File: src/sv/fkc_pkg.sv
// Shared types, constants and table functions of the arm pose kinematics pipeline.
package fkc_pkg;

    localparam int DATA_WIDTH_DEF    = 18;
    localparam int CORDIC_STAGES_DEF = 16;
    localparam int LANES             = 6;
    localparam int NUM_OUT           = 12;
    localparam int QW                = 34;
    localparam int PW                = 56;
    localparam int FRAC              = 29;
    localparam int CFG_W             = 16;
    localparam int NUM_CFG           = 6;
    localparam int CFG_AW            = 3;

    // Angles in Q.29 radians
    localparam longint PI_Q         = 64'sd1686629713;
    localparam longint TWO_PI_Q     = 64'sd3373259426;
    localparam longint HALF_PI_Q    = 64'sd843314857;
    localparam longint QUARTER_PI_Q = 64'sd421657428;

    // Lane assignment of the six rotation units
    localparam int LANE_BASE        = 0;
    localparam int LANE_SHOULDER    = 1;
    localparam int LANE_ELBOW       = 2;
    localparam int LANE_WRIST_TWO   = 3;
    localparam int LANE_WRIST_THREE = 4;
    localparam int LANE_SUM         = 5;

    typedef logic signed [QW-1:0]   t_q;
    typedef logic signed [2*QW-1:0] t_qq;
    typedef logic signed [PW-1:0]   t_p;
    typedef logic signed [CFG_W-1:0] t_len;
    typedef t_len [NUM_CFG-1:0]     t_len_vec;

    typedef struct packed {
        t_q   x;
        t_q   y;
        t_q   z;
        logic neg;
    } t_rot;

    typedef t_rot [LANES-1:0] t_rot_vec;

    typedef enum logic [CFG_AW-1:0] {
        CFG_BASE_HEIGHT      = 3'd0,
        CFG_UPPER_ARM_LENGTH = 3'd1,
        CFG_FOREARM_LENGTH   = 3'd2,
        CFG_SHOULDER_OFFSET  = 3'd3,
        CFG_WRIST_OFFSET     = 3'd4,
        CFG_TOOL_OFFSET      = 3'd5
    } t_cfg_idx;

    localparam t_len_vec CFG_RESET = {16'sd1348, 16'sd1551, 16'sd1788,
                                      -16'sd6427, -16'sd6963, 16'sd1461};

    // Unsigned restoring division, used only while building constant tables
    function automatic logic [63:0] f_udiv(input logic [63:0] num, input logic [63:0] den);
        logic [63:0] q;
        logic [63:0] rem;
        int          i;
        q   = '0;
        rem = '0;
        for (i = 63; i >= 0; i--) begin
            rem = {rem[62:0], num[i]};
            if (rem >= den) begin
                rem  = rem - den;
                q[i] = 1'b1;
            end
        end
        return q;
    endfunction

    // atan(2^-idx) in Q.29, built from the odd power series
    function automatic t_q f_arc(input int idx);
        longint acc;
        longint term;
        int     k;
        int     sh;
        acc = 0;
        if (idx == 0) begin
            acc = QUARTER_PI_Q;
        end else begin
            for (k = 0; k < 32; k++) begin
                sh = idx * (2 * k + 1);
                if (sh < 60) begin
                    term = longint'(f_udiv(64'((64'sd1 <<< 60) >>> sh), 64'(2 * k + 1)));
                    if (k[0]) acc = acc - term;
                    else acc = acc + term;
                end
            end
            acc = (acc + (64'sd1 <<< 30)) >>> 31;
        end
        return t_q'(acc);
    endfunction

    // Start value of x: inverse rotation gain over n stages, Q.29
    function automatic t_q f_x0(input int n);
        longint unsigned k2;
        longint unsigned r;
        longint unsigned b;
        longint unsigned m;
        int              i;
        k2 = 64'd1 << 60;
        for (i = 0; i < 30; i++) begin
            if (i < n) k2 = k2 - f_udiv(k2, (64'd1 << (2 * i)) + 64'd1);
        end
        m = k2;
        r = 0;
        b = 64'd1 << 62;
        for (i = 0; i < 32; i++) begin
            if (b > m) b = b >> 2;
        end
        for (i = 0; i < 32; i++) begin
            if (b != 0) begin
                if (m >= r + b) begin
                    m = m - (r + b);
                    r = (r >> 1) + b;
                end else begin
                    r = r >> 1;
                end
                b = b >> 2;
            end
        end
        return t_q'((r + 64'd1) >> 1);
    endfunction

    // Q.29 product, rounded to nearest (ties up)
    function automatic t_q f_mulq(input t_q a, input t_q b);
        t_qq p;
        p = t_qq'(a) * t_qq'(b);
        p = p + (t_qq'(1) <<< (FRAC - 1));
        return p[QW-1+FRAC:FRAC];
    endfunction

    // Length (Q.14) times trig value (Q.29), exact in Q.43
    function automatic t_p f_lmul(input t_len l, input t_q t);
        return t_p'(l) * t_p'(t);
    endfunction

    function automatic t_q f_sin(input t_rot r);
        return r.neg ? -r.y : r.y;
    endfunction

    function automatic t_q f_cos(input t_rot r);
        return r.neg ? -r.x : r.x;
    endfunction

endpackage

File: src/sv/fkc_reduce_cell.sv
// One cell of the angle reduction row: conditional subtract of 2*pi*2^SHIFT on all lanes.
module fkc_reduce_cell #(
    parameter int MW    = 35,
    parameter int SHIFT = 0
) (
    input  logic                                i_clk,
    input  logic                                i_rst_n,
    input  logic                                i_valid,
    output logic                                o_ready,
    input  logic [fkc_pkg::LANES-1:0][MW-1:0]   i_mag,
    input  logic [fkc_pkg::LANES-1:0]           i_sgn,
    output logic                                o_valid,
    input  logic                                i_ready,
    output logic [fkc_pkg::LANES-1:0][MW-1:0]   o_mag,
    output logic [fkc_pkg::LANES-1:0]           o_sgn
);
    import fkc_pkg::*;

    localparam logic [MW-1:0] STEP = MW'(TWO_PI_Q) << SHIFT;

    logic                       r_valid;
    logic [LANES-1:0][MW-1:0]   r_mag;
    logic [LANES-1:0]           r_sgn;
    logic [LANES-1:0][MW-1:0]   n_mag;

    assign o_ready = !r_valid || i_ready;
    assign o_valid = r_valid;
    assign o_mag   = r_mag;
    assign o_sgn   = r_sgn;

    // Restoring step on the magnitude of each lane
    always_comb begin
        for (int l = 0; l < LANES; l++) begin
            n_mag[l] = (i_mag[l] >= STEP) ? (i_mag[l] - STEP) : i_mag[l];
        end
    end

    always_ff @(posedge i_clk) begin
        if (!i_rst_n) begin
            r_valid <= 1'b0;
        end else if (o_ready) begin
            r_valid <= i_valid;
        end
    end

    always_ff @(posedge i_clk) begin
        if (o_ready && i_valid) begin
            r_mag <= n_mag;
            r_sgn <= i_sgn;
        end
    end

endmodule

File: config.mk
export PLATFORM = sky130hd
export DESIGN_NAME = fkc_reduce_cell
export DESIGN_NICKNAME = d
export VERILOG_FILES = /design/src/sv/fkc_pkg.sv /design/src/sv/fkc_reduce_cell.sv
export SDC_FILE = /design/constraint.sdc
export NUM_CORES = 1
export LEC_CHECK = 0
export ABC_AREA = 1
export BUFFER_PORTS_ARGS = -buffer_cell sky130_fd_sc_hd__buf_2
export CORE_MARGIN = 5
export CORE_UTILIZATION = 50
export CTS_CLUSTER_DIAMETER = 60
export DETAILED_ROUTE_END_ITERATION = 7
export GPL_TIMING_DRIVEN = 0
export PLACE_DENSITY = 0.86
export SLEW_MARGIN = 20
export SYNTH_ARGS = -nofsm -noshare
export SYNTH_HDL_FRONTEND = slang
export SYNTH_SLANG_ARGS = --single-unit
File: constraint.sdc
create_clock -name i_clk -period 12.5 [get_ports i_clk]
set_input_delay 0.625 -clock i_clk [delete_from_list [all_inputs] [get_ports i_clk]]
set_output_delay 0.625 -clock i_clk [all_outputs]
set_load 0.01 [all_outputs]
**Word-level counts from Yosys, hierarchy flattened**

Index checks and enable logic that the tools add are counted.

- Register bits: 217
- Input port bits: 220
- Output and inout port bits: 218
- Word-level logic and storage cells: 29

- $add $sub $neg: 6
- Magnitude comparators: 6
- Multiplexer cells: 6
- Reductions and logical operators: 3

Operator list:

| operator | number |
|---|---|
| $ge 35x32->1 const B | 6 |
| $mux 35 | 6 |
| $sub 35x32->35 const B | 6 |
| $logic_and 1x1->1 | 1 |
| $logic_not 1->1 | 1 |
| $logic_or 1x1->1 | 1 |

**Logic depth before layout (Yosys ltp)**

- Word-level depth: 3
- Depth in mapped cells: 16

**Least setup slack after synthesis**

No wires, ideal clock.

- Kind: input to register
- Start point: input i_valid
- End point: register r_mag, in the netlist o_mag[0] (enable)
- Arrival: 11.028 ns
- Setup slack: 0.609 ns
- Stages: 2
- Path buffers: 0
- Cells stage by stage: inv_1 > a21oi_1

- Longest elaborated chain between the ends: 1

RTL lines:

| what | RTL line | text |
|---|---|---|
| start: declaration | fkc_reduce_cell.sv:8 | `input logic i_valid,` |
| $logic_and 1x1->1 | fkc_reduce_cell.sv:47 | `if (o_ready && i_valid) begin` |
| end signal: assignment | fkc_reduce_cell.sv:48 | `r_mag <= n_mag;` |
| end: declaration | fkc_reduce_cell.sv:22 | `logic [LANES-1:0][MW-1:0] r_mag;` |

Every way passes these cells.
A chain may end at the register's enable or synchronous reset.

==> impl_results.md <==
- # rows: 68
- Reg2reg path depth: 5
- Vias in the first global route: 17,615
- Router iterations before antenna repair: 8
- Core area: 34,500 µm²
- Critical path cell sequence: buf_2, inv_1, ha_1, nand2_2, nand2_1, nand2_2, nand2_1, nand2_2, nand2_1, nand2_1, nand2_1, nand2_1, buf_6, buf_6, nand2_1, nand2_1, nand2_1
- Ys flop type: edfxtp_1
- Ratio of cells with drive above 1 in the final layout: 21.0%
- Via count: roughly 19,000
- # clock sinks: 217
- Total negative slack: 0 ps
- Final setup fails: 0
- Post-synth net total: 2,879
- H-tree depth: 1
- Seq/Total Area, Yosys: 37.2%
- RSZ-0062 raised after global routing: no
- Max-capacitance violation count: 0
- DP HPWL: 49,200 µm
- EDFF count, synth: around 220
- Power share of the combinational group: between 20% and 30%
- Die Ht: 197 µm
- Final period utilization: ~18%
- NetSw: 0.698 mW
- Share of synthesized flip-flops with an asynchronous set or reset: 0%
- Setup CP Type: in -> reg
- Initial core utilization: 50.7%
- Hold Path Stages: 1
- Syn Area/Cell: ~6.6 µm²
- Syn Inst Count: 2,653
- Sequential fraction of design power: 40.0%
- Post-synth top cells: 1,084 x nand2_1, 314 x nor2_1, 296 x inv_1
- Pint: 1.54 mW
- Io pins: between 400 and 500
- CP max-delay cell: ha_1
- Worst-Margin Slew: 912 ps
- Port Buffers: 431
- CTS tree: yes
- Worst setup SP type: input port
- Initial antenna violation count: 15
- CP dominant cell by count: nand2_1
- Dpl cells: 3,549
- PostCTS Resize Cnt: 0
- Mapped Area: 17,500 µm²
- Clock network power share: 37.8%
- Register bit count reported by yosys: 217
- LEAKAGE: 11.0 nW
- Max VDD drop: 0.140 mV
- Cts hold-fix bufs: 0
- Placer Congestion: 1.00
- Fin. Hold Viols: 0
- Critical path's largest stage delay: 260 ps
- Die X: 197 µm
- Clock skew: between 9 and 10 ps
- Clk buf depth: 3
- DRC Markers: 0
- Root Driver: clkbuf_16
- Most frequent cell after synthesis: nand2_1
- Warnings from Yosys: 0
- Synth area leaders: edfxtp_1 37%, nand2_1 23%, nor2_1 6.7%, nand3_1 6.4%, inv_1 6.3%
- Synth top area share: 37.1%
- Synth-to-layout area growth: 23.0%
- Period minus WS final: 2210 ps
- Tot GR Track Use: just under 30%
- DRT iter0 DRCs: 1,335
- Outcome: finished clean
- Layout Nets: 3,353
- Pwr Density: 104 nW/µm²
- GR Overflow Total: 0
- Critical Path Sink Type: register
- CP Data Required Time: 12,820 ps
- Switching Fraction: between 30% and 40%
- Number of distinct library cells after synthesis: 44
- # Post-CTS Setup Buffers: 0
- Worst-Skew Late Latency: between 500 and 600 ps
- Max-slew violations: 0
- Fill count: 3,260
- Drt wl/cell: 16.8 µm
- Clock slew at reported path FFs: 60 ps
- Fmax: 453 MHz
- First-pass GRT wire length: ~90,000 µm
- CP arrival: 2520 ps
- Largest net degree at the start of global routing: 26
- HP Class: in -> reg
- TritonCTS Buffers: 31
- Worst-path fanout max: 10
- Vias per cell: about 5.2
- Yosys top cell by area: edfxtp_1
- Routed wire length: 60,800 µm
- Die area: 38,800 µm²
- Slew HR: 38.7%
- Finished Layout Cells: 3,618
- Routed Antenna Nets: 0
## placed cells by master (no fill, tap or decap), drive strengths merged, types with 2 or more instances in the layout
cell and instances:
a31oi 8, o21bai 9, o21ai 104, a22oi 2
a21boi 3, clkbuf 35, nand3 239, and3 3
xnor2 6, a21oi 53, diode 11, edfxtp 216
nor3 45, ha 6, clkinv 14, inv 342
nand4 27, xor2 64, nor3b 5, buf 482
nand2 1115, and2 5, nand3b 26, nor2 338
## per-stage QoR
| stage | power [mW] | setup slack, ps | utilization (%) | hold slack (ps) | cell area [µm²] |
|---|---|---|---|---|---|
| finish | 2.23 | 10290 | 62.3 | 216 | 21500 |
| global placement | 1.40 | -3660 | 58.6 | 497 | 20200 |
| global route | 2.34 | 10210 | 62.3 | 194 | 21500 |
| detailed placement | 1.40 | 9770 | 59.4 | 569 | 20500 |
| floorplan | 1.20 | 609 | - | 595 | 17500 |
| CTS | 2.25 | 10360 | 62.3 | 196 | 21500 |
## critical path, delay by kind of cell
family / cells / cell delay, ps
buf+inv: 4 / 620
simple gates: 12 / 1040
fa+ha+maj: 1 / 260
## registers in the layout (all words and copies together), names as in the netlist
register and count:
o_mag 210, o_sgn 6, o_valid 1
## worst paths after layout
check            start         end  slack, ps
min           i_sgn[4]    o_sgn[4]        220
max          i_mag[36]   o_mag[50]      10290
min reg2reg    o_valid     o_valid        600
max reg2reg    o_valid  o_mag[101]      10540
## power groups by stage
| stage | clock, mW | sequential [mW] | combinational (mW) |
|---|---|---|---|
| after floorplan | 0 | 0.959 | 0.240 |
| after global placement | 0 | 0.932 | 0.467 |
| after detailed placement | 0 | 0.908 | 0.487 |
| after CTS | 0.861 | 0.895 | 0.491 |
| after global routing | 0.892 | 0.899 | 0.544 |
| final | 0.846 | 0.894 | 0.494 |
## cell type report
| class | count | area [µm²] | area share, % |
|---|---|---|---|
| Antenna cell | 11 | 27.5 | 0.128 |
| Buffer | 42 | 382 | 1.77 |
| Clock buffer | 34 | 787 | 3.66 |
| Clock inverter | 24 | 204 | 0.947 |
| Inverter | 334 | 1250 | 5.82 |
| Multi-Input combinational cell | 2060 | 9370 | 43.5 |
| Sequential cell | 217 | 6510 | 30.2 |
| Tap cell | 455 | 569 | 2.64 |
| Timing Repair Buffer | 441 | 2430 | 11.3 |
## metal layers
metal / wire, µm / up-vias / track usage (%)
met2: 28700 / 907 / 50.3
met4: 2560 / 14 / 12.0
met3: 6650 / 171 / 6.96
met1: 22800 / 8443 / 36.3
met5: 102 / - / 0
li1: - / 9441 / -
## cells by family after synthesis
group	after synthesis	share of synthesized area [%]
flops	217	37.2
simple gates	1804	43.7
buf+inv	376	9.34
xor+xnor	70	3.63
fa+ha+maj	6	0.429
compound gates	180	5.72
Power figures use the tool's default switching activity.
