--- src/sv/fkc_pkg.sv ---
// Shared types, constants and table functions of the arm pose kinematics pipeline.
package fkc_pkg;

    localparam int DATA_WIDTH_DEF    = 18;
    localparam int CORDIC_STAGES_DEF = 16;
    localparam int LANES             = 6;
    localparam int NUM_OUT           = 12;
    localparam int QW                = 34;
    localparam int PW                = 56;
    localparam int FRAC              = 29;
    localparam int CFG_W             = 16;
    localparam int NUM_CFG           = 6;
    localparam int CFG_AW            = 3;

    // Angles in Q.29 radians
    localparam longint PI_Q         = 64'sd1686629713;
    localparam longint TWO_PI_Q     = 64'sd3373259426;
    localparam longint HALF_PI_Q    = 64'sd843314857;
    localparam longint QUARTER_PI_Q = 64'sd421657428;

    // Lane assignment of the six rotation units
    localparam int LANE_BASE        = 0;
    localparam int LANE_SHOULDER    = 1;
    localparam int LANE_ELBOW       = 2;
    localparam int LANE_WRIST_TWO   = 3;
    localparam int LANE_WRIST_THREE = 4;
    localparam int LANE_SUM         = 5;

    typedef logic signed [QW-1:0]   t_q;
    typedef logic signed [2*QW-1:0] t_qq;
    typedef logic signed [PW-1:0]   t_p;
    typedef logic signed [CFG_W-1:0] t_len;
    typedef t_len [NUM_CFG-1:0]     t_len_vec;

    typedef struct packed {
        t_q   x;
        t_q   y;
        t_q   z;
        logic neg;
    } t_rot;

    typedef t_rot [LANES-1:0] t_rot_vec;

    typedef enum logic [CFG_AW-1:0] {
        CFG_BASE_HEIGHT      = 3'd0,
        CFG_UPPER_ARM_LENGTH = 3'd1,
        CFG_FOREARM_LENGTH   = 3'd2,
        CFG_SHOULDER_OFFSET  = 3'd3,
        CFG_WRIST_OFFSET     = 3'd4,
        CFG_TOOL_OFFSET      = 3'd5
    } t_cfg_idx;

    localparam t_len_vec CFG_RESET = {16'sd1348, 16'sd1551, 16'sd1788,
                                      -16'sd6427, -16'sd6963, 16'sd1461};

    // Unsigned restoring division, used only while building constant tables
    function automatic logic [63:0] f_udiv(input logic [63:0] num, input logic [63:0] den);
        logic [63:0] q;
        logic [63:0] rem;
        int          i;
        q   = '0;
        rem = '0;
        for (i = 63; i >= 0; i--) begin
            rem = {rem[62:0], num[i]};
            if (rem >= den) begin
                rem  = rem - den;
                q[i] = 1'b1;
            end
        end
        return q;
    endfunction

    // atan(2^-idx) in Q.29, built from the odd power series
    function automatic t_q f_arc(input int idx);
        longint acc;
        longint term;
        int     k;
        int     sh;
        acc = 0;
        if (idx == 0) begin
            acc = QUARTER_PI_Q;
        end else begin
            for (k = 0; k < 32; k++) begin
                sh = idx * (2 * k + 1);
                if (sh < 60) begin
                    term = longint'(f_udiv(64'((64'sd1 <<< 60) >>> sh), 64'(2 * k + 1)));
                    if (k[0]) acc = acc - term;
                    else acc = acc + term;
                end
            end
            acc = (acc + (64'sd1 <<< 30)) >>> 31;
        end
        return t_q'(acc);
    endfunction

    // Start value of x: inverse rotation gain over n stages, Q.29
    function automatic t_q f_x0(input int n);
        longint unsigned k2;
        longint unsigned r;
        longint unsigned b;
        longint unsigned m;
        int              i;
        k2 = 64'd1 << 60;
        for (i = 0; i < 30; i++) begin
            if (i < n) k2 = k2 - f_udiv(k2, (64'd1 << (2 * i)) + 64'd1);
        end
        m = k2;
        r = 0;
        b = 64'd1 << 62;
        for (i = 0; i < 32; i++) begin
            if (b > m) b = b >> 2;
        end
        for (i = 0; i < 32; i++) begin
            if (b != 0) begin
                if (m >= r + b) begin
                    m = m - (r + b);
                    r = (r >> 1) + b;
                end else begin
                    r = r >> 1;
                end
                b = b >> 2;
            end
        end
        return t_q'((r + 64'd1) >> 1);
    endfunction

    // Q.29 product, rounded to nearest (ties up)
    function automatic t_q f_mulq(input t_q a, input t_q b);
        t_qq p;
        p = t_qq'(a) * t_qq'(b);
        p = p + (t_qq'(1) <<< (FRAC - 1));
        return p[QW-1+FRAC:FRAC];
    endfunction

    // Length (Q.14) times trig value (Q.29), exact in Q.43
    function automatic t_p f_lmul(input t_len l, input t_q t);
        return t_p'(l) * t_p'(t);
    endfunction

    function automatic t_q f_sin(input t_rot r);
        return r.neg ? -r.y : r.y;
    endfunction

    function automatic t_q f_cos(input t_rot r);
        return r.neg ? -r.x : r.x;
    endfunction

endpackage

--- src/sv/fkc_cordic_cell.sv ---
// One CORDIC rotation step for all six lanes, registered.
module fkc_cordic_cell #(
    parameter int IDX = 0
) (
    input  logic               i_clk,
    input  logic               i_rst_n,
    input  logic               i_valid,
    output logic               o_ready,
    input  fkc_pkg::t_rot_vec  i_rot,
    output logic               o_valid,
    input  logic               i_ready,
    output fkc_pkg::t_rot_vec  o_rot
);
    import fkc_pkg::*;

    localparam t_q ARC = f_arc(IDX);

    logic     r_valid;
    t_rot_vec r_rot;
    t_rot_vec n_rot;

    assign o_ready = !r_valid || i_ready;
    assign o_valid = r_valid;
    assign o_rot   = r_rot;

    // Rotate toward zero residual angle
    always_comb begin
        for (int l = 0; l < LANES; l++) begin
            n_rot[l].neg = i_rot[l].neg;
            if (i_rot[l].z >= 0) begin
                n_rot[l].x = i_rot[l].x - (i_rot[l].y >>> IDX);
                n_rot[l].y = i_rot[l].y + (i_rot[l].x >>> IDX);
                n_rot[l].z = i_rot[l].z - ARC;
            end else begin
                n_rot[l].x = i_rot[l].x + (i_rot[l].y >>> IDX);
                n_rot[l].y = i_rot[l].y - (i_rot[l].x >>> IDX);
                n_rot[l].z = i_rot[l].z + ARC;
            end
        end
    end

    always_ff @(posedge i_clk) begin
        if (!i_rst_n) begin
            r_valid <= 1'b0;
        end else if (o_ready) begin
            r_valid <= i_valid;
        end
    end

    always_ff @(posedge i_clk) begin
        if (o_ready && i_valid) begin
            r_rot <= n_rot;
        end
    end

endmodule

--- config.mk ---
export PLATFORM = sky130hd
export DESIGN_NAME = fkc_cordic_cell
export DESIGN_NICKNAME = d
export VERILOG_FILES = /design/src/sv/fkc_pkg.sv /design/src/sv/fkc_cordic_cell.sv
export SDC_FILE = /design/constraint.sdc
export NUM_CORES = 2
export LEC_CHECK = 0
export BUFFER_PORTS_ARGS = -buffer_cell sky130_fd_sc_hd__buf_2
export CORE_ASPECT_RATIO = 0.6
export CORE_UTILIZATION = 30
export CTS_BUF_LIST = sky130_fd_sc_hd__clkbuf_2 sky130_fd_sc_hd__clkbuf_4 sky130_fd_sc_hd__clkbuf_8
export DETAILED_ROUTE_END_ITERATION = 6
export PLACE_DENSITY = 0.47
export RECOVER_POWER = 50
export SETUP_SLACK_MARGIN = 0.2
export SYNTH_ARGS = -nofsm -noshare
export SYNTH_HDL_FRONTEND = slang
export SYNTH_SLANG_ARGS = --single-unit
--- constraint.sdc ---
create_clock -name i_clk -period 44.4 [get_ports i_clk]
set_input_delay 13.32 -clock i_clk [delete_from_list [all_inputs] [get_ports i_clk]]
set_output_delay 13.32 -clock i_clk [all_outputs]
set_load 0.01 [all_outputs]
======== Yosys cells after proc, flatten, opt, wreduce, memory -nomap -nowiden ========
Index checks and enable logic that the tools add are counted.
operators by class
  add/subtract/negate cells ............... 30
  magnitude comparators ................... 6
  mux-type cells .......................... 6
  reductions and logical operators ........ 3
operators with widths
  kind                                                   number
  two-way mux 102 bit                                    6
  subtractor 34 bit                                      12
  adder 34 x 30 -> 34 bit (second input constant)        6
  adder 34 bit                                           6
  >= comparator 34 x 1 -> 1 bit (second input constant)  6
  subtractor 34 x 30 -> 34 bit (second input constant)   6
  logical AND 1 bit                                      1
  logical NOT 1 bit                                      1
  logical OR 1 bit                                       1
storage, ports and cells
  output and inout bits ................... 620
  bits in registers ....................... 619
  input port bits ......................... 622

======== Longest topological paths before layout ========
  depth in word-level cells ............... 3
  mapped depth ............................ 24
  mapped depth without buffers ............ 20

======== Worst setup path before layout ========
OpenSTA, ideal clock, no wires.
  path kind ............................... input port to flip-flop
  start point ............................. input port i_ready
  end point ............................... register r_rot, in the netlist o_rot[0], enable pin
  path buffers ............................ 0
  data arrival time ....................... 27364 ps
  cell stages on the path ................. 2
  slack ................................... 15975 ps
  setup time .............................. 1061 ps
  cells stage by stage .................... nand2b_1 > and2_1
on the way
  cells in the longest elaborated chain, start to end .. 2
ends and longest elaborated chain
  what                  line                   RTL
  from (decl)           fkc_cordic_cell.sv:11  input logic i_ready,
  logical OR 1 bit      fkc_cordic_cell.sv:22  assign o_ready = !r_valid || i_ready;
  logical AND 1 bit     fkc_cordic_cell.sv:51  if (o_ready && i_valid) begin
  to (signal assigned)  fkc_cordic_cell.sv:52  r_rot <= n_rot;
  to (decl)             fkc_cordic_cell.sv:19  t_rot_vec r_rot;
Every way passes these cells.
A chain may end at the register's enable or synchronous reset.

======== Worst setup path in the final report ========
  start point ............................. input port i_ready
  end point ............................... output port o_ready
on the way
  cells in the longest elaborated chain, start to end .. 1
ends and longest elaborated chain
  what              line                   RTL
  logical OR 1 bit  fkc_cordic_cell.sv:22
  to (decl)         fkc_cordic_cell.sv:8   output logic o_ready,
Every way passes these cells.

==> flow_summary.ini <==
[die]
core_um2 = 200500
rows = 127
die-area_um2 = 204600
die_h_um = 350.8
die-width_um = 583.3
start_util_pct = 30.33
io_pins = 1242

[critical_path]
cp_slowest_cell = nand2b_1
rr_startpoint = o_valid
slowest_delay_ns = 0.16
cp.arrival_ns = 13.73
cp_top_family = buffers and inverters
crit_buf_inv = 2
crit_start = i_ready
rrSetupSlack_ns = 33.61
startpoint_type = input port
worstPathRequired_ns = 31.08
cpMostUsedCell = buf_2
worst_setup_path_end_kind = primary output
critPathKind = input port to primary output
path_cells = buf_2 -> nand2b_1 -> buf_2
worstPathMaxFanout = 3

[cells_and_area]
layout_commonest_cell = a21oi_1
utilization_pct = 35.49
area_delta_synth_final_pct = 17.01
layout_common_cells = a21oi_1, ha_1, inv_1
drive_above_1_share_pct = 10.80
final_cell_count_no_fill = 10980
layout.nets = 9567

[clocking]
cts_setup_buffers = 0
cts_sinks = 613
clock-root-buffer = clkbuf_8
clock_path_buffers = 3
cts_tree = built
numCtsBuffers = 113
cts_hold_repair.buffers = 0
cts_resized = 0
htree_levels = 3
clock_latency_ns = 0.82
clk_pin_slew_ns = 0.06

[global_route]
antenna_found_initial = 119
grt_pass1_vias = 54690
grt_use_total_pct = 25.02
grt-ovfl-total = 0
grt_max_degree = 124
grt_pass1_wl_mm = 381.6

[synthesis]
synth_top_family_by_area = compound AO/OA/AOI/OAI gates
synth_nets = 8456
postSynthAreaPerCell_um2 = 8.652
yosys.area_share.simple_pct = 13.29
synthDistinctLibCells = 92
synth_seq_cells = 613
synth-adder-area-share_pct = 16.83
synth_ff_type = edfxtp_1
synthesis.area_um2 = 60830
synthMuxAreaShare_pct = 1.267
synthXorXnorAreaFrac_pct = 8.006
yosys_warnings = 0
synth_compound_area_share_pct = 24.15
syn-instance-count = 7030
ys_async_sr_fraction_pct = 0
synth_edf_count = 612
synth_seq_area_share_pct = 30.25

[timing]
setup_viol_count_final = 0
min_period_ns = 27.05
final_max_slew_viol_count = 433
fin_ws_ns = 17.35
period_share_pct = 60.93
slew_headroom_pct = -414.3
setup_tns_ns = 0
tightest_slew_ns = 7.714
whs_ns = 0.5475
fmax_mhz = 36.97
finalClockSkew_ns = 0.05393
rsz0062_at_grt = false
hold_viol_final = 0

[drt]
dr_total_vias = 59360
drt_wl_total_mm = 271.0
first_pass_iters = 5
drt-initial-drc-count = 5768
wire_per_inst_um = 24.68
viasPerCell = 5.406
remaining_drc_errors = 0
ant_nets = 0

[run_status]
status = complete, but fails checks
violations = capacitance limit, slew limit

[power_and_ir_drop]
clockPowerShare_pct = 27.0
vdd_drop_max_uv = 22.42
p_int_mw = 1.378
p_per_area_nw_per_um2 = 31.95
p_sw_mw = 0.8962
p_leak_nw = 30.34
combPwrFrac_pct = 38.6
pwr-share-seq_pct = 34.4
swShare_pct = 39.41

[run]
cap_violations = 7

[placed_design]
pre_cts_slack_ns = 17.33
dp_hpwl_mm = 223.1
dp_cells = 10740
port_buffers = 1241
gp_congestion = 0.9939

[worst_hold_path]
hp-start = o_valid
hold_class = flop to flop
metal layers:
metal	GRT usage (%)	wire, um	vias to the layer above
met5	0.4866	467	-
li1	-	-	27580
met3	6.624	25430	393
met4	4.313	5687	54
met2	36.29	110800	2636
met1	36.97	128600	28700
per-stage QoR:
stage          cell area, um^2  power (mW)
3_5_place_dp             69520       1.669
2_1_floorplan            60830       1.338
4_1_cts                  71930       2.303
6_report                 71170       2.274
5_1_grt                  71130       2.398
3_3_place_gp             69520       1.668
cell type report:
type	count	area, um^2
fillers	21390	129400
multi-input cells	5451	38670
flip-flops and latches	613	18400
repair buffers	1272	5618
well taps	2709	3390
inverters	690	2591
clock buffers	145	1808
clock inverters	63	603.1
diodes	38	95.09
cells by family (layout without fill, tap and decap cells):
| kind of cell | count (synthesis) | in the layout |
|---|---|---|
| compound gates | 2333 | 2333 |
| simple gates | 1681 | 1681 |
| buf+inv | 966 | 2170 |
| fa+ha+maj | 804 | 804 |
| flops | 613 | 613 |
| xor+xnor | 556 | 556 |
| mux | 77 | 77 |
| other cells | 0 | 38 |
worst paths after layout:
path | depth (start not counted) | endpoint
worst max-delay path | 3 | o_ready
worst min-delay path | 2 | o_valid
worst max register to register | 5 | o_rot[201]
worst min register to register | 2 | o_valid
cell usage after synthesis, types with 16 or more instances:
| library cell | number | area [um^2] |
|---|---|---|
| o41ai_1 | 21 | 183.9 |
| xnor2_1 | 467 | 4090 |
| nand2b_1 | 96 | 600.6 |
| nand4_1 | 70 | 437.9 |
| mux2i_1 | 77 | 770.7 |
| or4_1 | 17 | 127.6 |
| xor2_1 | 89 | 779.5 |
| edfxtp_1 | 612 | 18380 |
| a311oi_1 | 18 | 157.7 |
| a211oi_1 | 65 | 488.0 |
| nor2_1 | 611 | 2293 |
| nor3_1 | 129 | 645.6 |
| a221o_1 | 20 | 200.2 |
| and3_1 | 35 | 219.0 |
| o21bai_1 | 185 | 1389 |
| a211o_1 | 17 | 148.9 |
| nand3_1 | 98 | 490.5 |
| a21boi_0 | 16 | 120.1 |
| nor2b_1 | 85 | 531.8 |
| nor4_1 | 78 | 488.0 |
| a21o_1 | 239 | 1794 |
| a2111oi_0 | 23 | 201.4 |
| a221oi_1 | 43 | 376.6 |
| or3_1 | 29 | 181.4 |
| a21oi_1 | 851 | 4259 |
| or2_2 | 18 | 112.6 |
| inv_1 | 673 | 2526 |
| a31oi_1 | 55 | 344.1 |
| and2_1 | 36 | 225.2 |
| fa_1 | 24 | 480.5 |
| clkbuf_1 | 209 | 784.5 |
| and4_1 | 25 | 219.0 |
| o21a_1 | 71 | 533.0 |
| nand2_1 | 313 | 1175 |
| ha_1 | 780 | 9759 |
| buf_1 | 37 | 138.9 |
| o211ai_1 | 48 | 360.4 |
| o31ai_1 | 52 | 390.4 |
| o21ai_1 | 62 | 310.3 |
| o21ai_0 | 381 | 1907 |
worst min-delay path, cell delays in order (launching register included):
cell and delay [ns]:
dfxtp_1 0.31, nand2b_1 0.11, a21boi_0 0.09
flip-flops by register name (all words and copies together) (netlist names):
name     flops
o_valid      1
o_rot      612
power by group through the flow:
stage	Combinational, mW	Sequential, mW	Clock, mW
floorplan	0.494	0.844	0
global placement	0.879	0.789	0
detailed placement	0.879	0.790	0
CTS	0.884	0.779	0.640
global route	0.947	0.789	0.661
finish	0.878	0.782	0.614
Note: power is estimated with default switching activity, not from simulation.
